[src/hdl/red_pkg.sv]
// Shared constants for the rounded Euclidean distance block.
// No dependencies; used by every module under hdl.
package red_pkg;

	localparam int COORD_BITS_DEF = 16;
	localparam int OUT_BITS       = 17;
	localparam logic [OUT_BITS-1:0] OUT_MAX = {OUT_BITS{1'b1}};

endpackage

[src/hdl/red_prep.sv]
// Front stages: absolute differences, squares and the squared sum.
// Depends on red_pkg for the default coordinate width.
module red_prep #(
	parameter int COORD_BITS = red_pkg::COORD_BITS_DEF
) (
	input  logic                    clk,
	input  logic                    arst_n,
	input  logic                    in_valid,
	output logic                    in_stall,
	input  logic [COORD_BITS-1:0]   first_x,
	input  logic [COORD_BITS-1:0]   first_y,
	input  logic [COORD_BITS-1:0]   second_x,
	input  logic [COORD_BITS-1:0]   second_y,
	output logic                    out_valid,
	input  logic                    out_stall,
	output logic [2*COORD_BITS:0]   sum_sq
);

	localparam int CB = COORD_BITS;

	logic          valid_s1, valid_s2, valid_s3;
	logic          stall_s1, stall_s2, stall_s3;
	logic [CB-1:0] dx_s1, dy_s1;
	logic [2*CB-1:0] sqx_s2, sqy_s2;
	logic [2*CB:0] sum_s3;
	logic [CB:0]   diff_x, diff_y;
	logic [CB:0]   neg_x, neg_y;

	// hold a stage only while it is full and the one after it holds
	assign stall_s3 = valid_s3 && out_stall;
	assign stall_s2 = valid_s2 && stall_s3;
	assign stall_s1 = valid_s1 && stall_s2;
	assign in_stall = stall_s1;

	assign diff_x = {first_x[CB-1], first_x} - {second_x[CB-1], second_x};
	assign diff_y = {first_y[CB-1], first_y} - {second_y[CB-1], second_y};
	assign neg_x  = (CB+1)'(0) - diff_x;
	assign neg_y  = (CB+1)'(0) - diff_y;

	always_ff @(posedge clk or negedge arst_n) begin
		if (!arst_n) begin
			valid_s1 <= 1'b0;
			valid_s2 <= 1'b0;
			valid_s3 <= 1'b0;
		end else begin
			if (!stall_s1) valid_s1 <= in_valid;
			if (!stall_s2) valid_s2 <= valid_s1;
			if (!stall_s3) valid_s3 <= valid_s2;
		end
	end

	always_ff @(posedge clk) begin
		if (!stall_s1 && in_valid) begin
			dx_s1 <= diff_x[CB] ? neg_x[CB-1:0] : diff_x[CB-1:0];
			dy_s1 <= diff_y[CB] ? neg_y[CB-1:0] : diff_y[CB-1:0];
		end
		if (!stall_s2 && valid_s1) begin
			sqx_s2 <= (2*CB)'(dx_s1) * (2*CB)'(dx_s1);
			sqy_s2 <= (2*CB)'(dy_s1) * (2*CB)'(dy_s1);
		end
		if (!stall_s3 && valid_s2) begin
			sum_s3 <= {1'b0, sqx_s2} + {1'b0, sqy_s2};
		end
	end

	assign out_valid = valid_s3;
	assign sum_sq    = sum_s3;

	a_sum_matches: assert property (@(posedge clk) disable iff (!arst_n)
		$past(!stall_s3 && valid_s2) |->
			sum_s3 == {1'b0, $past(sqx_s2)} + {1'b0, $past(sqy_s2)})
		else $error("squared sum does not match the registered squares");

endmodule

[src/hdl/red_sqrt_cell.sv]
// One cell of the square-root chain: settles one root bit per cell.
// Depends on red_pkg for the default coordinate width.
module red_sqrt_cell #(
	parameter int COORD_BITS = red_pkg::COORD_BITS_DEF
) (
	input  logic                      clk,
	input  logic                      arst_n,
	input  logic                      in_valid,
	output logic                      in_stall,
	input  logic [COORD_BITS+1:0]     in_rem,
	input  logic [COORD_BITS:0]       in_root,
	input  logic [2*COORD_BITS+1:0]   in_rad,
	output logic                      out_valid,
	input  logic                      out_stall,
	output logic [COORD_BITS+1:0]     out_rem,
	output logic [COORD_BITS:0]       out_root,
	output logic [2*COORD_BITS+1:0]   out_rad
);

	localparam int CB = COORD_BITS;
	localparam int RW = CB + 2;
	localparam int SW = 2*CB + 2;

	logic          valid_q;
	logic [RW-1:0] rem_q;
	logic [CB:0]   root_q;
	logic [SW-1:0] rad_q;
	logic [RW+1:0] partial;
	logic [RW+1:0] trial;
	logic [RW+1:0] diff;
	logic          fits;

	assign in_stall = valid_q && out_stall;

	// bring down the next pair of radicand bits and try a one in the root
	assign partial = {in_rem, in_rad[SW-1 -: 2]};
	assign trial   = {1'b0, in_root, 2'b01};
	assign fits    = partial >= trial;
	assign diff    = partial - trial;

	always_ff @(posedge clk or negedge arst_n) begin
		if (!arst_n) begin
			valid_q <= 1'b0;
		end else if (!in_stall) begin
			valid_q <= in_valid;
		end
	end

	always_ff @(posedge clk) begin
		if (!in_stall && in_valid) begin
			rem_q  <= fits ? diff[RW-1:0] : partial[RW-1:0];
			root_q <= {in_root[CB-1:0], fits};
			rad_q  <= {in_rad[SW-3:0], 2'b00};
		end
	end

	assign out_valid = valid_q;
	assign out_rem   = rem_q;
	assign out_root  = root_q;
	assign out_rad   = rad_q;

	a_rem_bound: assert property (@(posedge clk) disable iff (!arst_n)
		valid_q |-> rem_q <= {root_q, 1'b0})
		else $error("square-root remainder above twice the partial root");

	a_hold_stalled: assert property (@(posedge clk) disable iff (!arst_n)
		in_stall |=> valid_q && $stable(root_q) && $stable(rem_q))
		else $error("cell contents changed while held");

endmodule

[src/hdl/red_round.sv]
// Output stage: round the root to nearest, saturate, hold the result.
// Depends on red_pkg for the output width and saturation value.
module red_round #(
	parameter int COORD_BITS = red_pkg::COORD_BITS_DEF
) (
	input  logic                          clk,
	input  logic                          arst_n,
	input  logic                          in_valid,
	output logic                          in_stall,
	input  logic [COORD_BITS+1:0]         in_rem,
	input  logic [COORD_BITS:0]           in_root,
	output logic                          out_valid,
	input  logic                          out_stall,
	output logic [red_pkg::OUT_BITS-1:0]  rounded_distance
);

	localparam int CB = COORD_BITS;
	localparam int RW = CB + 2;
	localparam int OB = red_pkg::OUT_BITS;
	localparam int WW = RW + OB;

	logic          valid_q;
	logic [OB-1:0] dist_q;
	logic [RW-1:0] root_ext;
	logic [RW-1:0] near;
	logic [WW-1:0] near_wide;
	logic          sat;

	assign in_stall = valid_q && out_stall;

	// rem = s - r*r, so rounding up is needed exactly when rem exceeds r
	assign root_ext  = {1'b0, in_root};
	assign near      = (in_rem > root_ext) ? root_ext + RW'(1) : root_ext;
	assign near_wide = WW'(near);
	assign sat       = near_wide > WW'(red_pkg::OUT_MAX);

	always_ff @(posedge clk or negedge arst_n) begin
		if (!arst_n) begin
			valid_q <= 1'b0;
		end else if (!in_stall) begin
			valid_q <= in_valid;
		end
	end

	always_ff @(posedge clk) begin
		if (!in_stall && in_valid) begin
			dist_q <= sat ? red_pkg::OUT_MAX : near_wide[OB-1:0];
		end
	end

	assign out_valid        = valid_q;
	assign rounded_distance = dist_q;

endmodule

[src/hdl/rounded_euclidean_distance.sv]
// Top level of the rounded Euclidean distance block (EUC_2D rule).
// Depends on red_pkg, red_prep, red_sqrt_cell and red_round.

// Takes a request holding two points and returns floor(sqrt(dx^2+dy^2)+0.5)
// as an unsigned 17-bit integer, saturated at 131071 for wide coordinates.
// The block is a fully pipelined chain: three front stages (absolute
// differences, squares, sum), then COORD_BITS+1 identical square-root cells
// that each settle one bit of the root, then one rounding and output stage.
// It accepts one request per clock while in_stall is low and returns one
// result per request, in order. Every stage holds only while it is full
// and its successor holds, so a stalled result does not block new
// requests while empty stages remain. Coordinates are two's complement,
// COORD_BITS wide. There is no state to initialise beyond the valid
// flags, which reset clears.
module rounded_euclidean_distance #(
	parameter int COORD_BITS = red_pkg::COORD_BITS_DEF
) (
	input  logic                          clk,
	input  logic                          arst_n,
	input  logic                          in_valid,
	output logic                          in_stall,
	input  logic [COORD_BITS-1:0]         first_x,
	input  logic [COORD_BITS-1:0]         first_y,
	input  logic [COORD_BITS-1:0]         second_x,
	input  logic [COORD_BITS-1:0]         second_y,
	output logic                          out_valid,
	input  logic                          out_stall,
	output logic [red_pkg::OUT_BITS-1:0]  rounded_distance
);

	localparam int CB = COORD_BITS;
	localparam int NC = CB + 1;      // one cell per root bit
	localparam int RW = CB + 2;
	localparam int SW = 2*CB + 2;

	// chain links: index 0 feeds the first cell, index NC leaves the last
	logic          link_valid [NC+1];
	logic          link_stall [NC+1];
	logic [RW-1:0] link_rem   [NC+1];
	logic [CB:0]   link_root  [NC+1];
	logic [SW-1:0] link_rad   [NC+1];
	logic [2*CB:0] sum_sq;

	red_prep #(
		.COORD_BITS(CB)
	) u_prep (
		.clk       (clk),
		.arst_n    (arst_n),
		.in_valid  (in_valid),
		.in_stall  (in_stall),
		.first_x   (first_x),
		.first_y   (first_y),
		.second_x  (second_x),
		.second_y  (second_y),
		.out_valid (link_valid[0]),
		.out_stall (link_stall[0]),
		.sum_sq    (sum_sq)
	);

	// start each root with empty remainder and root, radicand padded to pairs
	assign link_rem[0]  = '0;
	assign link_root[0] = '0;
	assign link_rad[0]  = {1'b0, sum_sq};

	for (genvar i = 0; i < NC; i++) begin : g_cell
		red_sqrt_cell #(
			.COORD_BITS(CB)
		) u_cell (
			.clk       (clk),
			.arst_n    (arst_n),
			.in_valid  (link_valid[i]),
			.in_stall  (link_stall[i]),
			.in_rem    (link_rem[i]),
			.in_root   (link_root[i]),
			.in_rad    (link_rad[i]),
			.out_valid (link_valid[i+1]),
			.out_stall (link_stall[i+1]),
			.out_rem   (link_rem[i+1]),
			.out_root  (link_root[i+1]),
			.out_rad   (link_rad[i+1])
		);
	end

	red_round #(
		.COORD_BITS(CB)
	) u_round (
		.clk              (clk),
		.arst_n           (arst_n),
		.in_valid         (link_valid[NC]),
		.in_stall         (link_stall[NC]),
		.in_rem           (link_rem[NC]),
		.in_root          (link_root[NC]),
		.out_valid        (out_valid),
		.out_stall        (out_stall),
		.rounded_distance (rounded_distance)
	);

endmodule

[config.mk]
export PLATFORM = sky130hd
export DESIGN_NAME = rounded_euclidean_distance
export DESIGN_NICKNAME = d
export VERILOG_FILES = /design/src/hdl/red_pkg.sv /design/src/hdl/red_prep.sv /design/src/hdl/red_sqrt_cell.sv /design/src/hdl/red_round.sv /design/src/hdl/rounded_euclidean_distance.sv
export SDC_FILE = /design/constraint.sdc
export NUM_CORES = 2
export LEC_CHECK = 0
export BUFFER_PORTS_ARGS = -buffer_cell sky130_fd_sc_hd__buf_2
export CAP_MARGIN = 20
export CORE_MARGIN = 2
export CORE_UTILIZATION = 50
export DETAILED_ROUTE_END_ITERATION = 12
export GPL_ROUTABILITY_DRIVEN = 0
export GPL_TIMING_DRIVEN = 1
export HOLD_SLACK_MARGIN = 0.08
export PLACE_DENSITY_LB_ADDON = 0.15
export SLEW_MARGIN = 5
export SYNTH_ARGS = -nofsm -noshare
export SYNTH_HDL_FRONTEND = slang
export SYNTH_SLANG_ARGS = --single-unit
[constraint.sdc]
create_clock -name clk -period 11 [get_ports clk]
set_clock_uncertainty 0.2 [all_clocks]
set_input_delay 1.65 -clock clk [delete_from_list [all_inputs] [get_ports clk]]
set_output_delay 1.65 -clock clk [all_outputs]
set_load 0.02 [all_outputs]
# Word-level counts from Yosys, hierarchy flattened
# Cells that the tools add are included.
# W data, S select, Z words.
# totals
output_inout_bits,19
elab_cells,205
ff_bits,882
in_bits,68
# classes
n_addsub,23
mul,2
magnitude_cmp,19
muxes,20
reduce_logical,63
# ops
cell,n
$mux W18,17
$mul A16 B16 Y32,2
$logic_and A1 B1 Y1,42
$sub A16 B16 Y17,2
$add A32 B32 Y33,1
$mux W16,2
$sub A1 B16 Y16 const A,2
$logic_not A1 Y1,21
$ge A20 B10 Y1,1
$ge A20 B11 Y1,1
$ge A20 B12 Y1,1
$ge A20 B13 Y1,1
$ge A20 B14 Y1,1
$ge A20 B15 Y1,1
$ge A20 B16 Y1,1
$ge A20 B17 Y1,1
$ge A20 B18 Y1,1
$ge A20 B3 Y1,1
$ge A20 B4 Y1,1
$ge A20 B5 Y1,1
$ge A20 B6 Y1,1
$ge A20 B7 Y1,1
$ge A20 B8 Y1,1
$ge A20 B9 Y1,1
22 further kinds,22

# Longest topological paths before layout
# depth
depth_word,23
depth_mapped,26

# Modules after synthesis
# Synthesis repeated with hierarchy kept, for this count alone.
# hier_totals
hier_cells,6628
area_unflattened_um2,81032.7
# modules_own_cells
mod,n_inst,seq_area_each_um2,cells_per_inst,area_each_um2
red_sqrt_cell at g_cell[1].u_cell ...,9,2037.0,247,3424.5
red_sqrt_cell at g_cell[0].u_cell ...,7,2037.0,244,3370.7
red_prep,1,3888.7,2276,21729.6
red_sqrt_cell at g_cell[16].u_cell,1,2037.0,258,3263.1
red_round,1,535.5,162,1620.3
rounded_euclidean_distance,1,0.0,1,3.8

# Worst setup path before layout
# OpenSTA, ideal clock, no wires.
# synth_timing
kind,register to register
start,register u_prep.dx_s1[4]
end,register u_prep.sqx_s2[25] (data pin)
path_stages_with_launch,23
t_required_ps,10605
setup_time_ps,195
arrival_ps,6402
period_less_slack_ps,6797
path_buffers,2
path_slack_ps,4203
path_cell_list,edfxtp_1 -> clkbuf_1 -> clkbuf_1 -> nand2_1 -> fa_1 -> fa_1 -> inv_1 -> fa_1 -> fa_1 -> fa_1 -> inv_1 -> fa_1 -> inv_1 -> ha_1 -> and3_1 -> a221o_1 -> nor2_1 -> a21oi_1 -> o2111a_1 -> o21a_1 -> o31ai_1 -> or4b_1 -> o311ai_0
# synth_via
elab_chain_len,1
# synth_rtl
item,line_no,rtl
from (decl),red_prep.sv:23,"logic [CB-1:0] dx_s1, dy_s1;"
from (signal assigned),red_prep.sv:54,dx_s1 <= diff_x[CB] ? neg_x[CB-1:0] : diff_x[CB-1:0];
$mul A16 B16 Y32,red_prep.sv:58,sqx_s2 <= (2*CB)'(dx_s1) * (2*CB)'(dx_s1);
to (signal assigned),red_prep.sv:58,
to (decl),red_prep.sv:24,"logic [2*CB-1:0] sqx_s2, sqy_s2;"
# No other way between the ends.
# A chain may end at the register's enable or synchronous reset.

# Final worst setup path
# layout_timing
start,register u_prep.dx_s1[1]
end,register u_prep.sqx_s2[30] (data pin)
# Same word-level chain as after synthesis.

==> results.md <==
* CP endpoint kind: register
* CTS Buf Count at 93
* Period utilization at 67.0%
* Fin nets at 5885
* Most common cell after layout, fill and taps aside: edfxtp_1
* Avg Inst Size Synth at 11.5 um2
* RSZ-0062 raised after global routing: false
* Peak Freq at 136 MHz
* Max-slew violation count at 0
* Syn. warnings at 0
* Post-route DRC at 0
* Hold WC Path Type: reg -> reg
* Latest clock arrival within the worst-skew pair at 0.67 ns
* DRT iter0 DRCs at 1747
* Die height at 340 um
* Post-synth net total at 5760
* Vias in the first global route at 35300
* Cell variety after synth at 93
* First-pass GRT wire length at 177000 um
* Layout cells sized above 1 at 7.35%
* Flops & latches, synth at 872
* Main flop type after synthesis: edfxtp_1
* FP Rows at 123
* CP Class: reg -> reg
* Max cap viols at 0
* Syn-to-layout area delta at 9.66%
* Register area share after synthesis at 46.3%
* CP Data Required Time at 11.21 ns
* Top sig layer: met4
* DIE AREA at 0.115 mm2
* Routed Antenna Nets at 0
* HPWL after detailed placement at 81700 um
* H-tree depth at 3
* Mapped Area at 0.0563 mm2
* Core area at 0.112 mm2
* Worst endpoint data arrival time at 7.58 ns
* Avg WL per Cell at 15.9 um
* Largest net degree at the start of global routing at 63
* # setup viols final at 0
* Drt first pass iters at 7
* Num Clock Sinks at 872
* Instance count of the mapped netlist at 4905
* Measured slew at the worst slew-check pin at 1.03 ns
* Overflow after GRT at 0
* Status: completed
* Post-cts sizing count at 0
* Post-CTS setup buffer count at 0
* Async SR Flop Fraction at 2.41%
* Tmin final at 7.37 ns
* Number of flops mapped to enable cells by yosys at 851
* Worst setup SP type: register
* Final Hold Fails at 0
* Initial antenna violation count at 0
* Slew margin rel. at 31.1%
* Inserted Diodes at 0
* Register area at 0.0261 mm2
* Fillers at 9576
* IO Pins at 87
* Total Routing Usage GR at 18.7%
* CTS tree: yes
* Met3 Wirelength at 2760 um
* Vias post-DR at 34400
* CTS root buf: clkbuf_16
* Area taken by multi-input logic gates at 0.0269 mm2
* # port buffers at 86
* Initial core utilization at 50.2%
* Hold Buf Count CTS at 0
* CP max FO at 20
* Metal1 wirelength at 43800 um
* Most frequent cells in the layout: 851 x edfxtp_1, 824 x inv_1, 457 x ha_1, 330 x fa_1, 326 x nand2_1
* Setup_tns at 0 ns
* Die width at 340 um
* Met2 WL at 56200 um
* Clk slew on worst S/H paths at 0.07 ns
* Clk buf depth at 3
* Routed WL at 105000 um
* DR vias/cell at 5.20
[flip-flops by register name (all words and copies together) (netlist names), 16 cells and up]
signal / flops
u_prep.sum_sq: 33
u_prep.dy_s1: 16
g_cell.u_cell.out_root: 153
g_cell.u_cell.out_rad: 272
g_cell.u_cell.out_valid: 17
u_prep.sqx_s2: 31
u_round.rounded_distance: 17
u_prep.sqy_s2: 31
g_cell.u_cell.out_rem: 282
u_prep.dx_s1: 16
[layout make-up]
class	count	share of cell area (%)
Timing Repair Buffer	108	1.04
Sequential cell	872	42.2
Inverter	825	5.01
Tap cell	1500	3.04
Clock buffer	110	3.87
Multi-Input combinational cell	3130	43.6
Clock inverter	59	1.22
[Yosys cell counts (90+ instances only)]
master / number / area, um2
xor2_1: 108 / 946
nor2_1: 264 / 991
nor3_1: 90 / 450
and2_1: 108 / 676
a21oi_1: 191 / 956
inv_1: 824 / 3090
xnor2_1: 245 / 2150
ha_1: 457 / 5720
nand2_1: 326 / 1220
edfxtp_1: 851 / 25600
o21ai_0: 151 / 756
fa_1: 330 / 6610
[kinds of logic after synthesis]
kind of cell	share of synthesized area, %
AND/OR/NAND/NOR	10.8
buffers and inverters	6.08
flip-flops	46.3
adder cells (fa/ha/maj)	21.9
AO/OA/AOI/OAI	8.24
XOR/XNOR	5.53
multiplexers	1.21
other	0.00666
[through the flow]
| stage | setup WS (ns) | area, um2 | util, % | instances | hold slack [ns] |
|---|---|---|---|---|---|
| final | 3.63 | 61800 | 55.1 | 6604 | 0.193 |
| after global routing | 3.37 | 61800 | 55.1 | 6604 | 0.192 |
| after CTS | 3.65 | 61700 | 55.0 | 6600 | 0.185 |
| after floorplan | 4.20 | 56300 | - | 4905 | 0.200 |
| after global placement | 3.75 | 58600 | 52.2 | 6430 | 0.200 |
| after detailed placement | 3.66 | 58600 | 52.2 | 6431 | 0.205 |
[final timing paths]
kind                                                             start                                      end  slack [ns]  cells past startpoint
worst max-delay path                         u_prep.dx_s1[1]$_DFFE_PP_              u_prep.sqx_s2[30]$_DFFE_PP_        3.63                     23
worst min-delay path            g_cell[5].u_cell.out_rad[26]$_DFFE_PP_   g_cell[6].u_cell.out_rad[28]$_DFFE_PP_        0.19                      0
worst max register to register               u_prep.dx_s1[1]$_DFFE_PP_              u_prep.sqx_s2[30]$_DFFE_PP_        3.63                     23
worst min register to register  g_cell[5].u_cell.out_rad[26]$_DFFE_PP_   g_cell[6].u_cell.out_rad[28]$_DFFE_PP_        0.19                      0
max in group asynchronous                                       arst_n              u_prep.valid_s1$_DFFE_PN0N_        9.46                      1
min in group asynchronous                                       arst_n  g_cell[12].u_cell.out_valid$_DFFE_PN0N_        0.76                      1
[routing by layer]
| layer | GRT usage, % | vias to the layer above |
|---|---|---|
| li1 | - | 17100 |
| met4 | 4.94 | 0 |
| met2 | 35.0 | 448 |
| met1 | 22.7 | 16700 |
| met5 | 0 | - |
| met3 | 2.23 | 167 |
[critical path, cell delays in order, from the launching register on]
cell	delay [ns]
edfxtp_1	0.70
and2_1	0.34
fa_1	0.54
inv_1	0.05
fa_1	0.47
inv_1	0.05
fa_1	0.50
inv_1	0.05
fa_1	0.47
inv_1	0.05
fa_1	0.52
inv_1	0.05
fa_1	0.53
inv_1	0.04
ha_1	0.34
a21o_1	0.19
a221o_1	0.39
a21o_1	0.20
a41o_1	0.25
a21oi_1	0.25
a211oi_1	0.18
a211oi_1	0.38
o21ai_0	0.19
xor2_1	0.17
Power is left out: the tool's default activity adds up to more than one toggle a clock period on the data nets, which glitch-free logic cannot reach.
